## config.mk

```make
export PLATFORM = sky130hd
export DESIGN_NAME = shared_pll_port_allocator
export DESIGN_NICKNAME = d
export VERILOG_FILES = /design/src/hdl/spa_pkg.sv /design/src/hdl/spa_core.sv /design/src/hdl/shared_pll_port_allocator.sv
export SDC_FILE = /design/constraint.sdc
export NUM_CORES = 1
export LEC_CHECK = 0
export BUFFER_PORTS_ARGS = -buffer_cell sky130_fd_sc_hd__buf_2
export CAP_MARGIN = 30
export CELL_PAD_IN_SITES_DETAIL_PLACEMENT = 1
export CELL_PAD_IN_SITES_GLOBAL_PLACEMENT = 1
export CORE_AREA = 2 2 219 221
export CTS_BUF_LIST = sky130_fd_sc_hd__clkbuf_16
export CTS_CLUSTER_SIZE = 10
export DETAILED_ROUTE_END_ITERATION = 10
export DIE_AREA = 0 0 221 223
export PLACE_DENSITY_LB_ADDON = 0.15
export SLEW_MARGIN = 30
export SYNTH_ARGS = -nofsm -noshare
export SYNTH_HDL_FRONTEND = slang
export SYNTH_SLANG_ARGS = --single-unit
```

## constraint.sdc

```tcl
create_clock -name clk -period 9.1 [get_ports clk]
set_clock_uncertainty 0.15 [all_clocks]
set_input_delay 0.91 -clock clk [delete_from_list [all_inputs] [get_ports clk]]
set_output_delay 0.91 -clock clk [all_outputs]
set_load 0.005 [all_outputs]
```

## src/hdl/spa_pkg.sv

```systemverilog
// shared types, codes and constants of the shared pll port allocator
`timescale 1ns / 1ps
`default_nettype none

package spa_pkg;

  localparam int unsigned PORT_COUNT = 8;
  localparam int unsigned PLL_NUM    = 4;

  localparam logic [1:0] KIND_MAP   = 2'd0;
  localparam logic [1:0] KIND_UNMAP = 2'd1;
  localparam logic [1:0] KIND_QUERY = 2'd2;
  localparam logic [1:0] KIND_RSVD  = 2'd3;

  localparam logic [1:0] ST_OK       = 2'd0;
  localparam logic [1:0] ST_NO_PLL   = 2'd1;
  localparam logic [1:0] ST_BAD_RATE = 2'd2;
  localparam logic [1:0] ST_NO_LOCK  = 2'd3;

  localparam logic [12:0] RATE_1620 = 13'd1620;
  localparam logic [12:0] RATE_2160 = 13'd2160;
  localparam logic [12:0] RATE_2700 = 13'd2700;
  localparam logic [12:0] RATE_3240 = 13'd3240;
  localparam logic [12:0] RATE_4320 = 13'd4320;
  localparam logic [12:0] RATE_5400 = 13'd5400;

  typedef struct packed {
    logic [1:0]  kind;
    logic [2:0]  port;
    logic        is_edp;
    logic        is_hdmi;
    logic [12:0] dp_rate_mhz;
    logic [15:0] dco_int;
    logic [15:0] dco_frac;
    logic [39:0] divisors;
    logic        lock_ok;
  } req_t;

  typedef struct packed {
    logic [1:0] status;
    logic [1:0] pll;
    logic       needs_reset;
    logic       pll_released;
    logic [3:0] pll_enables;
  } res_t;

  function automatic logic rate_valid(input logic [12:0] rate);
    rate_valid = (rate == RATE_1620) || (rate == RATE_2160) || (rate == RATE_2700) ||
                 (rate == RATE_3240) || (rate == RATE_4320) || (rate == RATE_5400);
  endfunction

endpackage

`default_nettype wire

```

## src/hdl/spa_core.sv

```systemverilog
// allocation state and the single pass that maps, unmaps and queries one request
`timescale 1ns / 1ps
`default_nettype none

module spa_core
  import spa_pkg::*;
(
  input  wire logic clk,
  input  wire logic rst_n,
  input  wire logic fire,
  input  wire req_t req,
  output res_t      res
);

  logic        mapped_r  [PORT_COUNT];
  logic [1:0]  port_pll_r[PORT_COUNT];
  logic [3:0]  cnt_r     [PLL_NUM];
  logic [3:0]  en_r;
  logic        set_hdmi_r[PLL_NUM];
  logic [12:0] set_rate_r[PLL_NUM];
  logic [31:0] set_dco_r [PLL_NUM];
  logic [39:0] set_div_r [PLL_NUM];

  logic        mapped_nxt  [PORT_COUNT];
  logic [1:0]  port_pll_nxt[PORT_COUNT];
  logic [3:0]  cnt_nxt     [PLL_NUM];
  logic [3:0]  en_nxt;

  logic [3:0]  cnt_rel[PLL_NUM];
  logic [3:0]  en_rel;
  logic [3:0]  match;
  logic [3:0]  avail;
  logic [31:0] req_dco;
  logic        in_range;
  logic        cur_mapped;
  logic [1:0]  cur_pll;
  logic        rel_do;
  logic        rel_zero;
  logic        found;
  logic [1:0]  pick;
  logic        set_wr;

  assign req_dco    = {req.dco_int, req.dco_frac};
  assign in_range   = (5'(req.port) < 5'(PORT_COUNT));
  assign cur_mapped = in_range && mapped_r[req.port];
  assign cur_pll    = port_pll_r[req.port];
  assign rel_do     = cur_mapped;

  // setting compare against each pll
  always_comb begin
    for (int i = 0; i < PLL_NUM; i++) begin
      if (set_hdmi_r[i] != req.is_hdmi) begin
        match[i] = 1'b0;
      end else if (req.is_hdmi) begin
        match[i] = (set_dco_r[i] == req_dco) && (set_div_r[i] == req.divisors);
      end else begin
        match[i] = (set_rate_r[i] == req.dp_rate_mhz);
      end
    end
  end

  // counts and enables after releasing the port's old pll
  always_comb begin
    for (int i = 0; i < PLL_NUM; i++) begin
      cnt_rel[i] = cnt_r[i];
    end
    en_rel   = en_r;
    rel_zero = 1'b0;
    if (rel_do && (cnt_r[cur_pll] != 4'd0)) begin
      cnt_rel[cur_pll] = cnt_r[cur_pll] - 4'd1;
      if (cnt_r[cur_pll] == 4'd1) begin
        rel_zero = 1'b1;
        if (cur_pll != 2'd0) begin
          en_rel[cur_pll] = 1'b0;
        end
      end
    end
  end

  // pll search: pll0 for embedded ports, else pll1, pll3, pll2
  always_comb begin
    for (int i = 0; i < PLL_NUM; i++) begin
      avail[i] = (cnt_rel[i] == 4'd0) || match[i];
    end
    found = 1'b0;
    pick  = 2'd0;
    if (req.is_edp) begin
      found = avail[0];
      pick  = 2'd0;
    end else if (avail[1]) begin
      found = 1'b1;
      pick  = 2'd1;
    end else if (avail[3]) begin
      found = 1'b1;
      pick  = 2'd3;
    end else if (avail[2]) begin
      found = 1'b1;
      pick  = 2'd2;
    end
    found = found && in_range;
  end

  always_comb begin
    for (int i = 0; i < PORT_COUNT; i++) begin
      mapped_nxt[i]   = mapped_r[i];
      port_pll_nxt[i] = port_pll_r[i];
    end
    for (int i = 0; i < PLL_NUM; i++) begin
      cnt_nxt[i] = cnt_r[i];
    end
    en_nxt           = en_r;
    set_wr           = 1'b0;
    res.status       = ST_OK;
    res.pll          = 2'd0;
    res.needs_reset  = 1'b0;
    res.pll_released = 1'b0;
    case (req.kind)
      KIND_MAP: begin
        if (in_range) begin
          mapped_nxt[req.port] = 1'b0;
          for (int i = 0; i < PLL_NUM; i++) begin
            cnt_nxt[i] = cnt_rel[i];
          end
          en_nxt = en_rel;
        end
        if (!found) begin
          res.status = ST_NO_PLL;
        end else begin
          res.pll = pick;
          if ((cnt_rel[pick] == 4'd0) && !req.is_hdmi && !rate_valid(req.dp_rate_mhz)) begin
            res.status = ST_BAD_RATE;
          end else if ((cnt_rel[pick] == 4'd0) && !req.lock_ok) begin
            res.status = ST_NO_LOCK;
          end else begin
            if (cnt_rel[pick] == 4'd0) begin
              en_nxt[pick] = 1'b1;
              set_wr       = 1'b1;
            end
            cnt_nxt[pick]          = cnt_rel[pick] + 4'd1;
            mapped_nxt[req.port]   = 1'b1;
            port_pll_nxt[req.port] = pick;
          end
        end
      end
      KIND_UNMAP: begin
        if (rel_do) begin
          res.pll              = cur_pll;
          res.pll_released     = rel_zero;
          mapped_nxt[req.port] = 1'b0;
          for (int i = 0; i < PLL_NUM; i++) begin
            cnt_nxt[i] = cnt_rel[i];
          end
          en_nxt = en_rel;
        end
      end
      KIND_QUERY: begin
        if (cur_mapped) begin
          res.pll         = cur_pll;
          res.needs_reset = !match[cur_pll];
        end else begin
          res.needs_reset = 1'b1;
        end
      end
      default: begin
      end
    endcase
    res.pll_enables = en_nxt;
  end

  always_ff @(posedge clk) begin
    if (!rst_n) begin
      for (int i = 0; i < PORT_COUNT; i++) begin
        mapped_r[i]   <= 1'b0;
        port_pll_r[i] <= 2'd0;
      end
      for (int i = 0; i < PLL_NUM; i++) begin
        cnt_r[i] <= 4'd0;
      end
      en_r <= 4'd0;
    end else if (fire) begin
      for (int i = 0; i < PORT_COUNT; i++) begin
        mapped_r[i]   <= mapped_nxt[i];
        port_pll_r[i] <= port_pll_nxt[i];
      end
      for (int i = 0; i < PLL_NUM; i++) begin
        cnt_r[i] <= cnt_nxt[i];
      end
      en_r <= en_nxt;
    end
  end

  // pll settings, written when a free pll is started
  always_ff @(posedge clk) begin
    if (fire && set_wr) begin
      set_hdmi_r[pick] <= req.is_hdmi;
      if (req.is_hdmi) begin
        set_dco_r[pick] <= req_dco;
        set_div_r[pick] <= req.divisors;
      end else begin
        set_rate_r[pick] <= req.dp_rate_mhz;
      end
    end
  end

endmodule

`default_nettype wire

```

## src/hdl/shared_pll_port_allocator.sv

```systemverilog
// Shared PLL port allocator: hands four PLLs (clock sources) to display ports with use counts.
// Each request word (map, unmap or needs-reset query) is captured in an input register,
// resolved against the allocation state, and its answer is held in an output register, so
// one word is taken every clock while in_stall is low and the answer word is presented
// from the output register. A stall on the output side backs up into in_stall only once
// both registers are full. Every request gives exactly one answer word.
`timescale 1ns / 1ps
`default_nettype none

module shared_pll_port_allocator
  import spa_pkg::*;
(
  input  wire logic        clk,
  input  wire logic        rst_n,
  input  wire logic        in_valid,
  output logic             in_stall,
  input  wire logic [1:0]  in_kind,
  input  wire logic [2:0]  in_port,
  input  wire logic        in_is_edp,
  input  wire logic        in_is_hdmi,
  input  wire logic [12:0] in_dp_rate_mhz,
  input  wire logic [15:0] in_dco_int,
  input  wire logic [15:0] in_dco_frac,
  input  wire logic [39:0] in_divisors,
  input  wire logic        in_lock_ok,
  output logic             out_valid,
  input  wire logic        out_stall,
  output logic [1:0]       out_status,
  output logic [1:0]       out_pll,
  output logic             out_needs_reset,
  output logic             out_pll_released,
  output logic [3:0]       out_pll_enables
);

  logic s1_valid_r;
  req_t s1_req_r;
  logic out_valid_r;
  res_t out_res_r;
  res_t core_res;
  logic s1_go;
  logic fire;

  assign s1_go    = !out_valid_r || !out_stall;
  assign fire     = s1_valid_r && s1_go;
  assign in_stall = s1_valid_r && !s1_go;

  always_ff @(posedge clk) begin
    if (!rst_n) begin
      s1_valid_r <= 1'b0;
    end else if (!in_stall) begin
      s1_valid_r <= in_valid;
    end
  end

  always_ff @(posedge clk) begin
    if (in_valid && !in_stall) begin
      s1_req_r.kind        <= in_kind;
      s1_req_r.port        <= in_port;
      s1_req_r.is_edp      <= in_is_edp;
      s1_req_r.is_hdmi     <= in_is_hdmi;
      s1_req_r.dp_rate_mhz <= in_dp_rate_mhz;
      s1_req_r.dco_int     <= in_dco_int;
      s1_req_r.dco_frac    <= in_dco_frac;
      s1_req_r.divisors    <= in_divisors;
      s1_req_r.lock_ok     <= in_lock_ok;
    end
  end

  spa_core u_core (
    .clk   (clk),
    .rst_n (rst_n),
    .fire  (fire),
    .req   (s1_req_r),
    .res   (core_res)
  );

  always_ff @(posedge clk) begin
    if (!rst_n) begin
      out_valid_r <= 1'b0;
    end else if (s1_go) begin
      out_valid_r <= s1_valid_r;
    end
  end

  always_ff @(posedge clk) begin
    if (fire) begin
      out_res_r <= core_res;
    end
  end

  assign out_valid        = out_valid_r;
  assign out_status       = out_res_r.status;
  assign out_pll          = out_res_r.pll;
  assign out_needs_reset  = out_res_r.needs_reset;
  assign out_pll_released = out_res_r.pll_released;
  assign out_pll_enables  = out_res_r.pll_enables;

endmodule

`default_nettype wire

```

==> run_results.csv <==
group,metric,value,unit
route,drt-total-wl,61600,um
power_and_ir_drop,vdd_drop_max,0.161,mV
die,die_y,223,um
clock_tree,holdBufCountCts,0,
clock_tree,post_cts.resized_instances,0,
setup_path,worstPathCellList,"mux2i_1 -> a22o_1 -> nor2_1 -> buf_4 -> mux2_2 -> o21ai_1 -> ha_1 -> inv_1 -> and4_4 -> a2111oi_4 -> o211ai_4 -> o31a_1 -> o311ai_0 -> a32oi_1 -> inv_1 -> ha_1 -> o31ai_1 -> nor4_4 -> nand2_1 -> nor2_4 -> buf_12",
die,die_width,221,um
clock_tree,cts_sinks,496,
layout,multi_input_comb_area,6540,um2
clock_tree,worstSkewPairLatency,0.63,ns
power_and_ir_drop,seq_power_share,52.3,%
synth,share_of_synthesized_registers_carrying_an_async_set_or_reset,0,%
setup_path,rr_endpoint,"u_core.set_dco_r[2][10]",
die,fp.dieArea,49300,um2
sta,report.final.setup_viol,0,
synth,synth_adder_area_share,0.461,%
layout,combined_flip_flop_and_latch_cell_area,14800,um2
grt,first_global_vias,14000,
grt,antenna_found_initial,3,
flow_run,cap_viol_max_count,0,
route,iter_0_drt_violations,1174,
min_path,timing.hold.worst_path_depth,1,
min_path,worstHoldPathType,"input port to flip-flop",
power_and_ir_drop,power.combinational.fraction,7.5,%
power_and_ir_drop,clock_power_share,40.2,%
die,placement_rows,80,
setup_path,worst-r2r-setup-slack,1.04,ns
clock_tree,post_cts.repair.setup_buffers,0,
layout,post-route-util,52.7,%
clock_tree,cts_max_path_buffers,3,
clock_tree,tritoncts,"done",
clock_tree,clk_root_buffer_cell,"clkbuf_16",
synth,synth_ff_type,"edfxtp_1",
synth,combinational_family_with_the_most_area_after_synthesis,"XOR/XNOR gates",
layout,num-fill-cells,4561,
synth,muxShareOfSynthArea,2.44,%
sta,clock.fmax,0.124,GHz
outcome,status,"finished clean",
clock_tree,tritoncts.num_buffers,57,
synth,sequential_element_share_of_the_synthesized_area,68.1,%
setup_path,worst-setup-path-type,"flip-flop to flip-flop",
placement,gp_routability_congestion,0.879,
route,routedWlPerCell,26.9,um
setup_path,timing.critical_path.from_type,"flip-flop",
power_and_ir_drop,p_int,3860,uW
synth,synth-simple-area-share,9.62,%
clock_tree,h-tree-depth,2,
placement,place.detailed.instances,2204,
placement,estimated_wirelength_of_the_detail_placed_design,43700,um
route,ant_nets,0,
synth,synth.lib_cells_used.distinct,84,
sta,final-max-slew-violation-count,0,
synth,synth_nets,1602,
power_and_ir_drop,p_sw,1210,uW
sta,hold_violations,0,
setup_path,arrival_time_at_the_worst_endpoint,8.21,ns
sta,period_needed,8.06,ns
setup_path,crit_required,9.25,ns
power_and_ir_drop,p_per_area,204,nW/um2
layout,drive_above_1_share,14.6,%
sta,setup_repair_after_global_routing_missed_its_margin,"no",
layout,layout.nets,1753,
grt,grt_pass1_wl,91700,um
synth,seq_cells_post_synth,496,
sta,hold_ws,0.307,ns
power_and_ir_drop,power_leakage,0.00845,uW
synth,mappedNetlistArea,21700,um2
synth,cell_count_after_synthesis,1497,
placement,buffer_ports.inserted,108,
setup_path,r2r_cells,21,
power_and_ir_drop,p_sw_share,23.9,%
synth,ys_warn_count,0,
min_path,hold_end,"s1_req_r[49]",
sta,tightestPinTransition,1.09,ns
sta,max-slew-margin-rel,26.5,%
route,routed-via-count,13300,
route,drt-vias-per-instance,5.82,
die,core,47100,um2
setup_path,critical_path.slowest_cell,"a2111oi_4",
grt,global_route.overflow_total,0,
layout,syn_to_layout_area_delta,14.4,%
synth,synth_enable_flop_cells,487,
layout,final-instance-count-excl-fill,2288,
sta,min_period_over_period,88.6,%
route,number_of_drc_violations_after_detailed_routing,0,
die,floorplan.initialDensity,46.1,%
setup_path,critical_path_peak_fanout,30,
clock_tree,clk_pin_slew_worst_setup_hold_paths,0.05,ns
sta,setup-tns-final,0,ns
setup_path,crit_path_largest_cell_delay,0.74,ns
synth,syn_area_per_cell,14.5,um2
grt,largest_net_degree_at_the_start_of_global_routing,73,
die,io-pin-count,109,
min_path,worstHoldStart,"in_dco_frac[8]",
grt,gr-usage-all-layers,25.2,%
route,firstDrtPassIters,5,
synth,synth_compound_gate_area_share,7.41,%
synth,synth_xor_xnor_area_share,9.71,%
setup_path,critPathCaptureType,"flip-flop",
[power by group through the flow]
stage	Combinational, uW	Sequential, uW	Clock [uW]
3_5_place_dp	374	2700	0
6_report	379	2650	2030
4_1_cts	377	2650	2080
5_1_grt	412	2660	2150
2_1_floorplan	252	2650	0
3_3_place_gp	366	2690	0
[placed cells by master, fill, tap and decap left out, drive strengths merged, types with 9 or more instances in the layout]
cell type	count
o2111ai	10
mux2i	32
clkbuf	58
o21ai	38
o22ai	33
buf	136
nor2	58
inv	96
dfxtp	9
nand3	16
nand2b	30
nand2	66
mux2	10
xor2	98
xnor2	143
nor2b	43
o2bb2ai	12
edfxtp	487
a22o	16
a21oi	12
nand4	48
a2111oi	18
nor4	49
nor3	26
[routing by layer]
layer	track usage, %	up-vias	part of all wire [%]
li1	-	5956	-
met1	36.3	6839	46
met2	38.8	423	45
met3	5.11	93	6.5
met4	7.32	2	2.4
met5	0	-	0.015
[layout make-up]
class	instances	share of cell area, %
Antenna cell	2	0.0201
Sequential cell	496	59.5
Timing Repair Buffer	136	3.32
Multi-Input combinational cell	876	26.3
Tap cell	615	3.09
Inverter	81	1.23
Clock inverter	24	0.659
Clock buffer	58	5.84
[stage by stage]
| step | setup slack (ns) | instance area, um2 | total power (uW) |
|---|---|---|---|
| 3_5_place_dp | 1.09 | 23200 | 3070 |
| 6_report | 1.04 | 24900 | 5060 |
| 2_1_floorplan | 0.254 | 21700 | 2900 |
| 5_1_grt | 0.512 | 24900 | 5220 |
| 3_3_place_gp | 1.31 | 23200 | 3060 |
| 4_1_cts | 1.08 | 24800 | 5110 |
[cell usage after synthesis, types with 30 or more instances]
library cell,count,share of area (%)
nor2b_1,43,1.2
o21ai_0,35,0.81
nand2_1,66,1.1
nor2_1,57,0.98
o22ai_1,31,0.89
edfxtp_1,487,67
xor2_1,98,3.9
nand2b_1,30,0.86
mux2i_1,31,1.4
xnor2_1,143,5.8
nand4_1,48,1.4
inv_1,80,1.4
nor4_1,45,1.3
clkbuf_1,36,0.62
[flip-flops by register name, indices dropped and copies added (netlist names), named ones only]
signal / flops
s1_req_r: 93
out_pll_enables: 4
out_pll: 2
out_pll_released: 1
u_core.set_hdmi_r: 4
out_status: 2
u_core.en_r: 4
out_needs_reset: 1
u_core.port_pll_r: 16
u_core.set_rate_r: 52
out_valid: 1
s1_valid_r: 1
u_core.mapped_r: 8
u_core.set_dco_r: 128
u_core.cnt_r: 16
u_core.set_div_r: 160
[how the worst max path moves through the flow]
stage / end / slack, ns / start / cells after the start
3_3_place_gp: u_core.set_dco_r[3][30] / 1.31 / flip-flop / 21
2_1_floorplan: u_core.set_dco_r[0][0] / 0.25 / flip-flop / 22
3_5_place_dp: u_core.set_rate_r[2][6] / 1.09 / flip-flop / 20
4_1_cts: u_core.set_rate_r[2][9] / 1.08 / flip-flop / 20
6_report: u_core.set_dco_r[2][10] / 1.04 / flip-flop / 21
5_1_grt: u_core.set_div_r[2][20] / 0.51 / flip-flop / 21
[critical path, delay by kind of cell, from the launching register on]
kind	cells	cell delay, ns
AOI/OAI and AO/OA	8	3.02
adders and majority gates	2	0.68
buffers and inverters	4	0.80
DFF	1	0.65
muxes	2	0.58
and+or+nand+nor	5	1.83
[logic make-up after synthesis]
logic type	count (synthesis)
AOI/OAI and AO/OA	206
muxes	46
DFF	496
xor gates and xnor gates	241
and+or+nand+nor	375
buffers and inverters	125
adders and majority gates	8
(Power assumes the default switching activity.)
